===== src/rtl/core/plp_pkg.sv =====
// Package for the polyline point locator.
// Word types for the item, result, queue and register channels, codes and helpers.
// No dependencies.
`timescale 1ns / 1ps
`default_nettype none
package plp_pkg;

  // command codes of an item word
  localparam logic [1:0] CMD_CLEAR   = 2'd0;
  localparam logic [1:0] CMD_APPEND  = 2'd1;
  localparam logic [1:0] CMD_DIST    = 2'd2;
  localparam logic [1:0] CMD_NEAREST = 2'd3;

  // operation codes carried through the queue
  localparam logic [1:0] OP_CLEAR   = 2'd0;
  localparam logic [1:0] OP_APPEND  = 2'd1;
  localparam logic [1:0] OP_DIST    = 2'd2;
  localparam logic [1:0] OP_NEAREST = 2'd3;

  // reply kinds
  localparam logic REPLY_DIST    = 1'b0;
  localparam logic REPLY_NEAREST = 1'b1;

  // register indexes and reset values
  localparam logic REG_MUPP   = 1'b0;
  localparam logic REG_RADIUS = 1'b1;
  localparam logic [23:0] MUPP_RESET   = 24'd256;
  localparam logic [7:0]  RADIUS_RESET = 8'd30;

  // queue depth between the front and back parts
  localparam int QUEUE_DEPTH = 2;

  typedef struct packed {
    logic [1:0]         command;
    logic signed [31:0] coord_x;
    logic signed [31:0] coord_y;
    logic [31:0]        along_distance;
  } item_t;

  typedef struct packed {
    logic               reply_kind;
    logic signed [31:0] point_x;
    logic signed [31:0] point_y;
    logic [7:0]         segment_index;
  } result_t;

  typedef struct packed {
    logic [1:0]         kind;
    logic signed [31:0] x;
    logic signed [31:0] y;
    logic [31:0]        along;
  } op_t;

  typedef struct packed {
    logic [23:0] map_units_per_pixel;
    logic [7:0]  pick_radius_pixels;
  } cfg_t;

  // magnitude of a 33-bit two's complement value
  function automatic logic [32:0] mag33(input logic [32:0] v);
    return v[32] ? (~v + 33'd1) : v;
  endfunction

endpackage
`default_nettype wire


===== src/rtl/core/plp_queue.sv =====
// Short operation queue between the front and back parts.
// Depends on plp_pkg.
`timescale 1ns / 1ps
`default_nettype none
module plp_queue
  import plp_pkg::*;
(
  input  wire logic clk,
  input  wire logic rst,
  input  wire logic push,
  input  wire op_t  push_op,
  output logic      full,
  input  wire logic pop,
  output logic      not_empty,
  output op_t       head
);

  localparam int QAW = (QUEUE_DEPTH > 1) ? $clog2(QUEUE_DEPTH) : 1;

  op_t          entries [QUEUE_DEPTH];
  logic [QAW:0] wr_ptr;
  logic [QAW:0] rd_ptr;

  assign not_empty = (wr_ptr != rd_ptr);
  assign full      = (wr_ptr[QAW] != rd_ptr[QAW]) && (wr_ptr[QAW-1:0] == rd_ptr[QAW-1:0]);
  assign head      = entries[rd_ptr[QAW-1:0]];

  // pointers
  always_ff @(posedge clk) begin
    if (rst) begin
      wr_ptr <= '0;
      rd_ptr <= '0;
    end else begin
      if (push) wr_ptr <= wr_ptr + 1'b1;
      if (pop)  rd_ptr <= rd_ptr + 1'b1;
    end
  end

  // storage
  always_ff @(posedge clk) begin
    if (push) begin
      entries[wr_ptr[QAW-1:0]] <= push_op;
    end
  end

endmodule
`default_nettype wire


===== config.mk =====
export PLATFORM = sky130hd
export DESIGN_NAME = plp_queue
export DESIGN_NICKNAME = d
export VERILOG_FILES = /design/src/rtl/core/plp_pkg.sv /design/src/rtl/core/plp_queue.sv
export SDC_FILE = /design/constraint.sdc
export NUM_CORES = 1
export LEC_CHECK = 0
export BUFFER_PORTS_ARGS = -buffer_cell sky130_fd_sc_hd__buf_2
export CAP_MARGIN = 40
export CORE_UTILIZATION = 54
export CTS_BUF_LIST = sky130_fd_sc_hd__clkbuf_4
export CTS_CLUSTER_DIAMETER = 30
export DETAILED_ROUTE_END_ITERATION = 12
export PLACE_DENSITY = 0.82
export SLEW_MARGIN = 20
export SYNTH_ARGS = -nofsm -noshare
export SYNTH_HDL_FRONTEND = slang
export SYNTH_SLANG_ARGS = --single-unit

===== constraint.sdc =====
create_clock -name clk -period 6.9 [get_ports clk]
set_input_delay 1.38 -clock clk [delete_from_list [all_inputs] [get_ports clk]]
set_output_delay 1.38 -clock clk [all_outputs]
set_load 0.005 [all_outputs]

======== Yosys cells after proc, flatten, opt, wreduce, memory -nomap -nowiden ========
Memory sizes are Yosys's and may differ from the RTL's. A register that Yosys moved wholly into a read port is not among the register bits.
Cells that the tools add are included.
storage, ports and cells
  word-level logic and storage cells ...... 13
  bits of input ports ..................... 102
  flip-flop bits (word level) ............. 4
  output and inout bits ................... 100
  memories kept ........................... 1
  memory bits (writable) .................. 196
cells by class
  reduce and logical (&&, ||, !) cells .... 1
  eq/ne operators ......................... 3
  muxes and demuxes ....................... 4
  add/subtract/negate cells ............... 2
memory list
  memory   words  bits a word  read ports  clocked after Yosys merged registers in  wr ports  line             text
  entries  2      98           1           1                                        1         plp_queue.sv:20  op_t entries [QUEUE_DEPTH];
operator list
  cell                 number
  $add 2x1->2 const B  2
  $mux 1               4
  $ne 2x2->1           1
  $eq 1x1->1           1
  $logic_and 1x1->1    1
  $ne 1x1->1           1

======== Depth between registers and ports, before layout ========
  depth in word-level cells ............... 3
  depth in mapped cells ................... 4
  gate-level depth less buffers ........... 2

======== Worst setup path before layout ========
Ideal clock, no wire load.
  path type ............................... input to register
  start point ............................. in push
  end point ............................... mem entries[0][0] in the netlist's numbering (enable)
  path buffers ............................ 0
  cell stages on the path ................. 1
  data required time ...................... 6333 ps
  setup time .............................. 567 ps
  arrival ................................. 5647 ps
  setup slack ............................. 686 ps
  cell sequence ........................... nor2b_1
on the way
  cells in the longest elaborated chain, start to end .. 2
RTL lines
  element                       line             text
  start, declared               plp_queue.sv:10  input wire logic push,
  $mux 1                        plp_queue.sv:41  if (push) begin
  $mux 1 (implied by the code)  plp_queue.sv:42  entries[wr_ptr[QAW-1:0]] <= push_op;
  end, declared                 plp_queue.sv:20
Every way passes these cells.

==> out/results.txt <==
Hold Vio Cnt, Final: 0
Total standard cell area after synthesis: 7360 um^2
Proportion of register bits with asynchronous set or reset after synthesis: 0%
Relative max-transition margin: 51.4%
Hold buffer count at CTS: 0
Die area: 14100 um^2
Synth Area in Adders: 0%
Startpoint class of the critical path: flip-flop
Unrepaired setup endpoints after global routing: no
Cell taking the most area after synthesis: edfxtp_1
Synth Net Count: 429
Number of instances in the synthesized netlist: 327
Drt first pass iters: 4
CTS H-tree lvls: 2
Row count: 42
Post-CTS Setup Inserts: 0
Number of filler cells placed in the layout: 871
CP Max Fanout: 40
Most instantiated library cell after synthesis: edfxtp_1
Num CTS Buffers: 48
Reg-to-reg critical path startpoint: wr_ptr[0]$_SDFFE_PP0P_
Largest family of logic cells by synthesized area: multiplexers
Synthesis-stage register bit count: 201
Slowest CP cell: dfxtp_4
Hold WS: 0.605 ns
Std-Cell Core Area: 13200 um^2
CP endpoint kind: primary output
Max-cap violations: 0
Top_reg_cell synth: edfxtp_1
Cells taking the most area after synthesis: edfxtp_1 (80%), mux2_2 (12%), mux2_4 (4.1%), dfxtp_1 (1.4%), buf_6 (0.61%)
Fraction of synthesized cell area taken by the top area cell type: 80.0%
Distinct cell type count after synthesis: 15
Number of global-route vias before repair: 4158
Result of the run: finished clean
Drt drc: 0
XOR/XNOR share of the synthesized area: 0.476%
Final global-route overflow total: 0
Reg2Reg Depth: 2
Mux cell area share after synthesis: 16.2%
Clock root buffer: clkbuf_4
TritonCTS clock tree: done
Simple-gate area share of the yosys netlist: 0.697%
Compound-cell area share of the yosys netlist: 0.204%
Average via count per standard cell: 4.96
Detailed Place HPWL: 8420 um
Latest clock arrival within the worst-skew pair: 0.63 ns
Number of buffers inserted by port buffering: 201
Number of inserted diodes: 0
Worst min-delay path class: reg -> reg
Required time of the critical path: 5.52 ns
Post-detailed-routing wire length: 12900 um
List of most frequent post-synthesis cells: edfxtp_1 (196), mux2_2 (79), mux2_4 (20)
Area growth from synthesis to final layout: 24.8%
Largest net degree at the start of global routing: 63
Reg2Reg Setup Slack: 4.72 ns
Share of the yosys chip area belonging to registers: 81.4%
Final GP Congestion: 0.742
Number of antenna violations at the first check in global routing: 0
Worst vdd ir: 235 uV
Count of warnings emitted by yosys: 0
# setup viols final: 0
Fmax: 251 MHz
Average wire length per cell after detail routing: 16.6 um
Crit-path max cell delay: 0.65 ns
Power per unit of standard cell area: 285 nW/um^2
Setup Slack @ Placement: 3.53 ns
Die Width: 119 um
Clock sink count: 201
Number of gates resized after cts: 0
Worst setup path endpoint: head[61]
Count of routing violations after the opening detailed-route iteration: 133
Worst-case clock skew: 0.0522 ns
Final WS setup: 2.92 ns
Crit Path Class: reg -> out
Crit-path leading delay family: buffers and inverters
Critical path buffers and inverters: 3
Final cycle utilization of the critical path: 57.7%
Via count: 3847
Global-route wire length before repair: 19700 um
Data arrival, critical path: 2.60 ns
Share of layout cells above drive strength 1: 63.3%
Min Clock Period, post-route: 3.98 ns
Max-slew violation total from the final report: 0
Syn avg cell area: 22.5 um^2
Post-route setup TNS: 0 ns
Transition time at the pin with the least slew margin: 0.728 ns
Reg-to-reg critical path endpoint: entries[1][78]$_DFFE_PP_
Number of enable-type register cells in the synthesized netlist: 196
Initial Util: 55.6%
Clock edge transition at the registers on the reported setup and hold paths: 0.06 ns
Boundary Pins: 202
Residual antenna-violating net count after detailed routing: 0
Max clock buf depth: 3
Cells along the critical path: buf_4 > buf_12 > mux2_2 > buf_2
Die Height: 119 um
Number of stages on the worst setup path: 4
Global-route total usage across every layer: 18.6%
Leak pwr: 0.00355 uW
Post-layout nets: 675
## worst register-to-register path: stages, from the launching register on
cell,delay [ns]
dfxtp_1,0.44
and2_4,0.58
buf_4,0.69
## report_power, final
part / switching, uW / internal, uW / total (uW)
Combinational: 123 / 145 / 268
Clock: 414 / 484 / 899
Sequential: 25.5 / 1420 / 1450
## per-stage QoR
step	cells	power, uW	cell area (um^2)	utilization, %
finish	776	2620	9180	69.3
global route	776	2730	9180	69.3
CTS	775	2640	9160	69.2
detailed placement	698	1740	8590	64.8
global placement	696	1730	8540	64.5
floorplan	327	1620	7360	-
## flip-flops by register name, summed over array words and instances (netlist names), named ones only
name	cells
wr_ptr	2
entries	196
rd_ptr	2
## cells by family after synthesis
family / count (synthesis)
XOR/XNOR: 4
AO/OA/AOI/OAI: 2
flip-flops: 201
AND/OR/NAND/NOR: 10
buffers and inverters: 11
multiplexers: 99
## routing by layer
layer  up-vias  routed length (um)  track usage (%)
met4         0                 225             7.04
li1       1807                   -                -
met2       177                6450             31.3
met1      1843                4890             20.4
met5         -                   0                0
met3        20                1300             8.83
## cell usage in the layout, fill, tap and decap left out, types with 2 or more instances in the layout
master,netlist,layout
buf_12,0,2
buf_2,7,201
buf_4,0,3
clkbuf_4,0,68
clkinv_1,0,7
dfxtp_1,5,4
edfxtp_1,196,196
mux2_2,79,79
mux2_4,20,20
nor2_1,5,5
xnor2_1,3,3
## area by class of cell
type                    instances  area [um^2]  area share, %
clock buffers                  68          510           5.56
clock inverters                 9         61.3          0.668
multi-input cells             115         1300           14.2
flip-flops and latches        201         5990           65.3
well taps                     176          220           2.40
repair buffers                207         1100           11.9
## how the worst min path moves through the flow
stage / end / startpoint / slack (ns) / depth (start not counted)
final: rd_ptr[1]$_SDFFE_PP0P_ / rd_ptr[0]$_SDFFE_PP0P_ / 0.61 / 2
after global placement: rd_ptr[1]$_SDFFE_PP0P_ / rd_ptr[0]$_SDFFE_PP0P_ / 0.54 / 2
after detailed placement: rd_ptr[1]$_SDFFE_PP0P_ / rd_ptr[0]$_SDFFE_PP0P_ / 0.58 / 2
after global routing: wr_ptr[1]$_SDFFE_PP0P_ / wr_ptr[1]$_SDFFE_PP0P_ / 0.63 / 2
after floorplan: rd_ptr[1]$_SDFFE_PP0P_ / rd_ptr[0]$_SDFFE_PP0P_ / 0.51 / 2
after CTS: rd_ptr[1]$_SDFFE_PP0P_ / rd_ptr[0]$_SDFFE_PP0P_ / 0.59 / 2
Note: power is estimated with default switching activity, not from simulation.
