**src/rtl/core/plp_pkg.sv**
```systemverilog
// Package for the polyline point locator.
// Word types for the item, result, queue and register channels, codes and helpers.
// No dependencies.
`timescale 1ns / 1ps
`default_nettype none
package plp_pkg;

  // command codes of an item word
  localparam logic [1:0] CMD_CLEAR   = 2'd0;
  localparam logic [1:0] CMD_APPEND  = 2'd1;
  localparam logic [1:0] CMD_DIST    = 2'd2;
  localparam logic [1:0] CMD_NEAREST = 2'd3;

  // operation codes carried through the queue
  localparam logic [1:0] OP_CLEAR   = 2'd0;
  localparam logic [1:0] OP_APPEND  = 2'd1;
  localparam logic [1:0] OP_DIST    = 2'd2;
  localparam logic [1:0] OP_NEAREST = 2'd3;

  // reply kinds
  localparam logic REPLY_DIST    = 1'b0;
  localparam logic REPLY_NEAREST = 1'b1;

  // register indexes and reset values
  localparam logic REG_MUPP   = 1'b0;
  localparam logic REG_RADIUS = 1'b1;
  localparam logic [23:0] MUPP_RESET   = 24'd256;
  localparam logic [7:0]  RADIUS_RESET = 8'd30;

  // queue depth between the front and back parts
  localparam int QUEUE_DEPTH = 2;

  typedef struct packed {
    logic [1:0]         command;
    logic signed [31:0] coord_x;
    logic signed [31:0] coord_y;
    logic [31:0]        along_distance;
  } item_t;

  typedef struct packed {
    logic               reply_kind;
    logic signed [31:0] point_x;
    logic signed [31:0] point_y;
    logic [7:0]         segment_index;
  } result_t;

  typedef struct packed {
    logic [1:0]         kind;
    logic signed [31:0] x;
    logic signed [31:0] y;
    logic [31:0]        along;
  } op_t;

  typedef struct packed {
    logic [23:0] map_units_per_pixel;
    logic [7:0]  pick_radius_pixels;
  } cfg_t;

  // magnitude of a 33-bit two's complement value
  function automatic logic [32:0] mag33(input logic [32:0] v);
    return v[32] ? (~v + 33'd1) : v;
  endfunction

endpackage
`default_nettype wire

```
**src/rtl/core/plp_front.sv**
```systemverilog
// Front part: takes item words and classifies them into queue operations.
// Depends on plp_pkg.
`timescale 1ns / 1ps
`default_nettype none
module plp_front
  import plp_pkg::*;
(
  input  wire logic  clk,
  input  wire logic  rst,
  input  wire logic  item_valid,
  output logic       item_stall,
  input  wire item_t item,
  output logic       push,
  output op_t        push_op,
  input  wire logic  queue_full
);

  logic  slot_valid;
  op_t   slot;
  op_t   op_dec;
  logic  take;

  // decode the command into an operation code
  always_comb begin
    op_dec.x     = item.coord_x;
    op_dec.y     = item.coord_y;
    op_dec.along = item.along_distance;
    unique case (item.command)
      CMD_CLEAR:   op_dec.kind = OP_CLEAR;
      CMD_APPEND:  op_dec.kind = OP_APPEND;
      CMD_DIST:    op_dec.kind = OP_DIST;
      CMD_NEAREST: op_dec.kind = OP_NEAREST;
      default:     op_dec.kind = OP_CLEAR;
    endcase
  end

  assign push       = slot_valid && !queue_full;
  assign push_op    = slot;
  assign item_stall = slot_valid && queue_full;
  assign take       = item_valid && !item_stall;

  // one-word holding stage
  always_ff @(posedge clk) begin
    if (rst) begin
      slot_valid <= 1'b0;
    end else if (take) begin
      slot_valid <= 1'b1;
    end else if (push) begin
      slot_valid <= 1'b0;
    end
  end

  always_ff @(posedge clk) begin
    if (take) begin
      slot <= op_dec;
    end
  end

endmodule
`default_nettype wire

```
**config.mk**
```make
export PLATFORM = sky130hd
export DESIGN_NAME = plp_front
export DESIGN_NICKNAME = d
export VERILOG_FILES = /design/src/rtl/core/plp_pkg.sv /design/src/rtl/core/plp_front.sv
export SDC_FILE = /design/constraint.sdc
export NUM_CORES = 1
export LEC_CHECK = 0
export ABC_CLOCK_PERIOD_IN_PS = 5400
export BUFFER_PORTS_ARGS = -buffer_cell sky130_fd_sc_hd__buf_2
export CORE_MARGIN = 1.5
export CORE_UTILIZATION = 41
export CTS_CLUSTER_DIAMETER = 30
export CTS_CLUSTER_SIZE = 30
export DETAILED_ROUTE_END_ITERATION = 12
export PLACE_DENSITY = 0.85
export SYNTH_ARGS = -nofsm -noshare
export SYNTH_HDL_FRONTEND = slang
export SYNTH_SLANG_ARGS = --single-unit
```
**constraint.sdc**
```tcl
create_clock -name clk -period 5.4 [get_ports clk]
set_clock_uncertainty 0.1 [all_clocks]
set_input_delay 1.08 -clock clk [delete_from_list [all_inputs] [get_ports clk]]
set_output_delay 1.08 -clock clk [all_outputs]
set_load 0.01 [all_outputs]
```
After elaboration in Yosys (flattened, before gate mapping) --
Cells that the tools add are included.
Word-level totals: register bits after elaboration 99, bits of input ports 102, output and inout port bits 100, logic and storage cells 18
Operators by class: eq/ne operators 3, mux-type cells 3, reductions and logical operators 7
Operators with widths (number):
- one-hot mux 2 bit (4 select lines) | 1
- == test 2 bit, second input constant | 2
- logical AND 1 bit | 3
- == test 2 x 1 -> 1 bit, second input constant | 1
- zero test 1 bit | 2
- zero test 2 bit | 1
- 2-to-1 mux 1 bit | 2
- nonzero test 2 bit | 1

Logic depth before layout (Yosys ltp) --
Gate-level depths: netlist of the first run.
depth in word-level cells 4, depth in mapped cells 2, gate-level depth less buffers 2

Worst setup path after synthesis of the first run --
No wires, ideal clock.
kind in2reg, start point input port queue_full, end point register slot, in the netlist push_op[0], enable pin, setup time 477 ps, arrival 3759 ps, path slack 1064 ps, stages 2, path buffers 0, path through and2_4 nor2b_2
On the way: longest elaborated chain between the ends 3
Ends and longest elaborated chain:
- start, declared | line plp_front.sv:15 | input wire logic queue_full
- logical AND 1 bit | line plp_front.sv:39 | assign item_stall = slot_valid && queue_full;
- zero test 1 bit | line plp_front.sv:40 | assign take = item_valid && !item_stall;
- logical AND 1 bit | line plp_front.sv:40
- via take | line plp_front.sv:21 | logic take;
- end signal, assigned | line plp_front.sv:55 | slot <= op_dec;
- end, declared | line plp_front.sv:19 | op_t slot;
The timed path passes the listed nets, and every way through them passes these cells. A chain may end at the register's enable or synchronous reset.

Worst setup path in the final report of the first run --
start point input port queue_full, end point output port push
On the way: longest elaborated chain between the ends 2
Ends and longest elaborated chain:
- zero test 1 bit | line plp_front.sv:37 | assign push = slot_valid && !queue_full;
- logical AND 1 bit | line plp_front.sv:37
- end, declared | line plp_front.sv:13 | output logic push,
No other way between the ends.

==> flow_summary.yaml, run 1 <==
power:
  irDropWorstVdd_v: 0.000204
  p_leak_nw: 1.88
  power_density_mw_per_mm2: 337
grt:
  grt_pass1_wl_um: 8550
  grt_pass1_vias: 1757
  grt_max_degree: 53
  grt-ovfl-total: 0
  antenna_found_initial: 0
  grt.total_usage_pct: 15.8
worst_setup_path:
  cp_common_cell: "buf_2"
  cpPeakStageDelay_ns: 0.21
  worstSetupPathType: "input port to output port"
  cpMaxStageDelayCell: "and2b_2"
  crit_path_end_kind: "output port"
  critPathMaxFanout: 3
  start_kind: "input port"
  required_ns: 4.22
  crit_chain: "buf_2, and2b_2, buf_2"
  crit_arrival_ns: 1.52
timing:
  finalCritPeriodShare_pct: 49.9
  setup_violations: 0
  drv_slew: 0
  max_freq_mhz: 371
  whs_ns: 0.430
  grt_setup_unrepaired: "no"
  hold_viol_final: 0
  slew-limit-headroom_pct: 70.1
  tns_ns: 0
  period_minus_slack_ns: 2.70
  tightest_slew_ns: 0.447
final_layout:
  post-route-util_pct: 60.7
  layout-drive-gt1-share_pct: 68.4
  fillers: 538
  area_delta_synth_final_pct: 45.0
  fin_nets: 420
  n_antenna_cell: 0
  stdcell_count: 422
floorplanning:
  row_count: 31
  initial_core_util_pct: 41.9
  core-area_sq_mm: 0.00718
  die_y_um: 88.6
  io_pins: 202
  dieArea_sq_mm: 0.00785
  fp.dieW_um: 88.6
cts:
  tritoncts: "yes"
  clk_latency_ns: 0.35
  ctsHoldBuffers: 0
  numClockSinks: 99
  cts.repair.resized: 0
  cts_buffer_depth: 2
  htreeDepth: 3
  post_cts_buffers: 0
  clk_pin_slew_worst_paths_ns: 0.09
  cts_buffers: 9
  cts-root-buf: "clkbuf_8"
placement:
  dp_hpwl_um: 4770
  numPortBuffers: 201
  dpl.cell_count: 405
  gp_congestion: 0.776
synthesis:
  seq_area_frac_synth_pct: 98.6
  synthesis.nets: 208
  synth_area_leaders: "edfxtp_1 98%, dfxtp_1 0.67%, and2_4 0.29%"
  synth_top_area_share_pct: 97.9
  synth_area_sq_mm: 0.00301
  yosysUniqueCellTypes: 8
  synth_area_per_cell_sq_um: 28.4
  synthCells: 106
  synth_seq_cells: 99
  synth_warnings: 0
  yosysTopAreaCell: "edfxtp_1"
run_status:
  run_status: "completed"
routing:
  viasPerCell: 4.23
  drt_wl_total_um: 6310
  first_iter_violations: 50
  ant_nets: 0
  first_pass_iters: 4
  wl_per_cell_um: 14.9
  via_count: 1784
  drcViolationCount: 0
run:
  max_cap_viol_count: 0
worst_hold_path:
  hold_path_class: "register to register"
metrics by stage:
step	power (W)	instance area (sq um)	setup WS (ns)
2_1_floorplan	0.000969	3010	1.06
3_3_place_gp	0.00105	4150	2.28
3_5_place_dp	0.00105	4150	2.22
4_1_cts	0.00149	4340	2.61
5_1_grt	0.00153	4360	2.68
6_report	0.00147	4360	2.70
final timing paths:
| kind | endpoint | slack (ns) | startpoint | cells after the start |
|---|---|---|---|---|
| setup reg to reg | push_op[19]$_DFFE_PP_ | 3.53 | slot_valid$_SDFFE_PP0P_ | 4 |
| hold / removal | slot_valid$_SDFFE_PP0P_ | 0.43 | slot_valid$_SDFFE_PP0P_ | 2 |
| hold reg to reg | slot_valid$_SDFFE_PP0P_ | 0.43 | slot_valid$_SDFFE_PP0P_ | 2 |
| setup / recovery | push | 2.70 | queue_full | 3 |
cells in the mapped netlist:
library cell	instances
nor2b_2	1
clkbuf_1	2
a21oi_1	1
nor2_1	1
and2_4	1
and2b_2	1
dfxtp_1	1
edfxtp_1	98
registers in the layout, indices dropped and copies added, names as in the netlist:
name        count
push_op        98
slot_valid      1
layout make-up:
class	instances	area, sq um	share of cell area [%]
well taps	99	124	2.84
clock buffers	9	124	2.84
clock inverters	7	61.3	1.41
repair buffers	203	1050	24.0
multi-input cells	5	40.0	0.919
flip-flops and latches	99	2960	68.0
cells in the final DEF (no fill, tap or decap):
master,count
clkinv_1,1
edfxtp_1,98
dfxtp_1,1
buf_12,2
and2b_2,1
clkbuf_8,9
buf_2,201
a21oi_1,1
clkinvlp_4,2
and2_4,1
nor2b_4,1
clkinv_4,1
nor2_1,1
inv_8,3
critical path: cells and delay by family:
family / cells / cell delay (ns)
buffers and inverters: 2 / 0.23
and+or+nand+nor: 1 / 0.21
kinds of logic after synthesis:
kind of cell    Yosys count  share of synthesized area [%]
compound gates            1                          0.166
flops                    99                           98.6
simple gates              4                          0.999
buf+inv                   2                          0.250
metal layers:
layer	vias up	GRT usage, %	wire, um
met4	0	7.24	87
met3	6	9.33	687
li1	846	-	-
met1	822	15.8	2080
met2	110	26.6	3450
met5	-	0	0
report_power, final:
group / internal [W] / total [W] / switching, W
clock network: 0.000176 / 0.000437 / 0.000260
logic: 0.0000581 / 0.000126 / 0.0000681
registers: 0.000897 / 0.000907 / 0.0000102
No activity file was read; power rests on OpenSTA's default activity.
==> run 2: changes to the inputs <==
- ABC_CLOCK_PERIOD_IN_PS: 5400 -> 2500
- clock period: 5.4 -> 2.5 ns (I/O delays scaled with it)
==> run 2 against run 1 <==
Design area down 0.40%; critical path depth down 1; first-iteration DRC count up 20%; die area unchanged; critical endpoint is now item_stall; non-clock buffer count unchanged; worst setup slack worse by 1.8 ns; wire length down 0.44%; cell count unchanged; sequential power up 120%; total power up 110%; register-to-register slack worse by 2.5 ns.
==> flow_summary.yaml, run 2 (synthesis results as in run 1) <==
final_layout:
  layout-drive-gt1-share_pct: 68.4
  fin_nets: 420
  area_delta_synth_final_pct: 44.4
  final_common_cell: "buf_2"
  largest_reg_flops: 98
  layout_common_cells: "201 x buf_2, 98 x edfxtp_1, 9 x clkbuf_8, 3 x clkinv_2, 2 x buf_12"
  n_antenna_cell: 0
timing:
  hold_viol_final: 0
  grt_setup_unrepaired: "no"
  slew-limit-headroom_pct: 80.4
  max_freq_mhz: 625
  finalCritPeriodShare_pct: 64.0
  period_minus_slack_ns: 1.60
  tns_ns: 0
  drv_slew: 0
  tightest_slew_ns: 0.294
  setup_violations: 0
cts:
  cts_buffer_depth: 2
  numClockSinks: 99
  ctsHoldBuffers: 0
  clk_latency_ns: 0.34
  clk_pin_slew_worst_paths_ns: 0.09
  post_cts_buffers: 0
  cts_buffers: 9
  htreeDepth: 3
  tritoncts: "yes"
  cts-root-buf: "clkbuf_8"
  cts.repair.resized: 0
worst_setup_path:
  required_ns: 1.90
  path_buf_inv: 1
  cpMaxStageDelayCell: "dfxtp_1"
  crit_arrival_ns: 1.00
  critPathMaxFanout: 3
  cpPeakStageDelay_ns: 0.36
  crit_chain: "and2_4, buf_2"
  crit_path_end_kind: "output port"
  worstSetupPathType: "register to output port"
  crit_family: "flip-flops"
  start_kind: "register"
power:
  irDropWorstVdd_v: 0.000390
  power_w: 0.00311
  p_leak_nw: 1.88
  power_density_mw_per_mm2: 716
floorplanning:
  core-area_sq_mm: 0.00718
  initial_core_util_pct: 41.9
  dieArea_sq_mm: 0.00785
  io_pins: 202
  row_count: 31
  die_y_um: 88.6
  fp.dieW_um: 88.6
worst_hold_path:
  hold_path_class: "input port to register"
routing:
  drcViolationCount: 0
  first_pass_iters: 4
  drt_wl_total_um: 6280
  first_iter_violations: 60
  ant_nets: 0
  via_count: 1785
  viasPerCell: 4.23
  wl_per_cell_um: 14.9
run:
  max_cap_viol_count: 0
grt:
  grt_pass1_wl_um: 8420
  grt.total_usage_pct: 15.3
  grt_max_degree: 53
  grt-ovfl-total: 0
  grt_pass1_vias: 1758
  antenna_found_initial: 0
placement:
  numPortBuffers: 201
  gp_congestion: 0.741
run_status:
  run_status: "completed"
-- run 2: changes by cell type in the layout (fill, tap and decap cells not counted), sizes merged --
cell,change
clkinv,+3
inv,-2
clkinvlp,-1
-- run 2: final timing paths --
kind                                               from                      end  slack (ns)  depth (start not counted)
worst max-delay path            slot_valid$_SDFFE_PP0P_               item_stall        0.90                          2
worst min-delay path                            item[3]     push_op[3]$_DFFE_PP_        0.22                          1
worst max register to register  slot_valid$_SDFFE_PP0P_    push_op[29]$_DFFE_PP_        1.01                          3
worst min register to register  slot_valid$_SDFFE_PP0P_  slot_valid$_SDFFE_PP0P_        0.44                          2
-- run 2: through the flow --
stage / hold WS [ns] / instance area, sq um / utilization, % / setup WS [ns] / cells
after floorplan: 0.367 / 3010 / - / -0.144 / 106
after global placement: 0.385 / 4170 / 58.2 / 0.720 / 406
after detailed placement: 0.422 / 4170 / 58.2 / 0.693 / 406
after CTS: 0.203 / 4340 / 60.5 / 0.886 / 422
after global routing: 0.193 / 4340 / 60.5 / 0.843 / 422
final: 0.221 / 4340 / 60.5 / 0.900 / 422
-- run 2: report_power, final --
| part | switching [W] | leakage (nW) | internal [W] |
|---|---|---|---|
| clock network | 0.000516 | 0.0868 | 0.000358 |
| registers | 0.0000215 | 0.956 | 0.00194 |
| logic | 0.000148 | 0.833 | 0.000126 |
-- run 2: cell type report --
cell class                      instances  area [sq um]
Clock inverter                          7          43.8
Fill cell                             564          2840
Tap cell                               99           124
Sequential cell                        99          2960
Timing Repair Buffer                  203          1050
Multi-Input combinational cell          5          40.0
Clock buffer                            9           124
-- run 2: routing by layer --
metal | vias to the layer above | global-route usage, % | wire length, um
met4 | 0 | 7.67 | 71
met1 | 820 | 16.6 | 2390
met3 | 6 | 5.13 | 529
met2 | 116 | 26.9 | 3280
met5 | - | 0 | 0
li1 | 843 | - | -
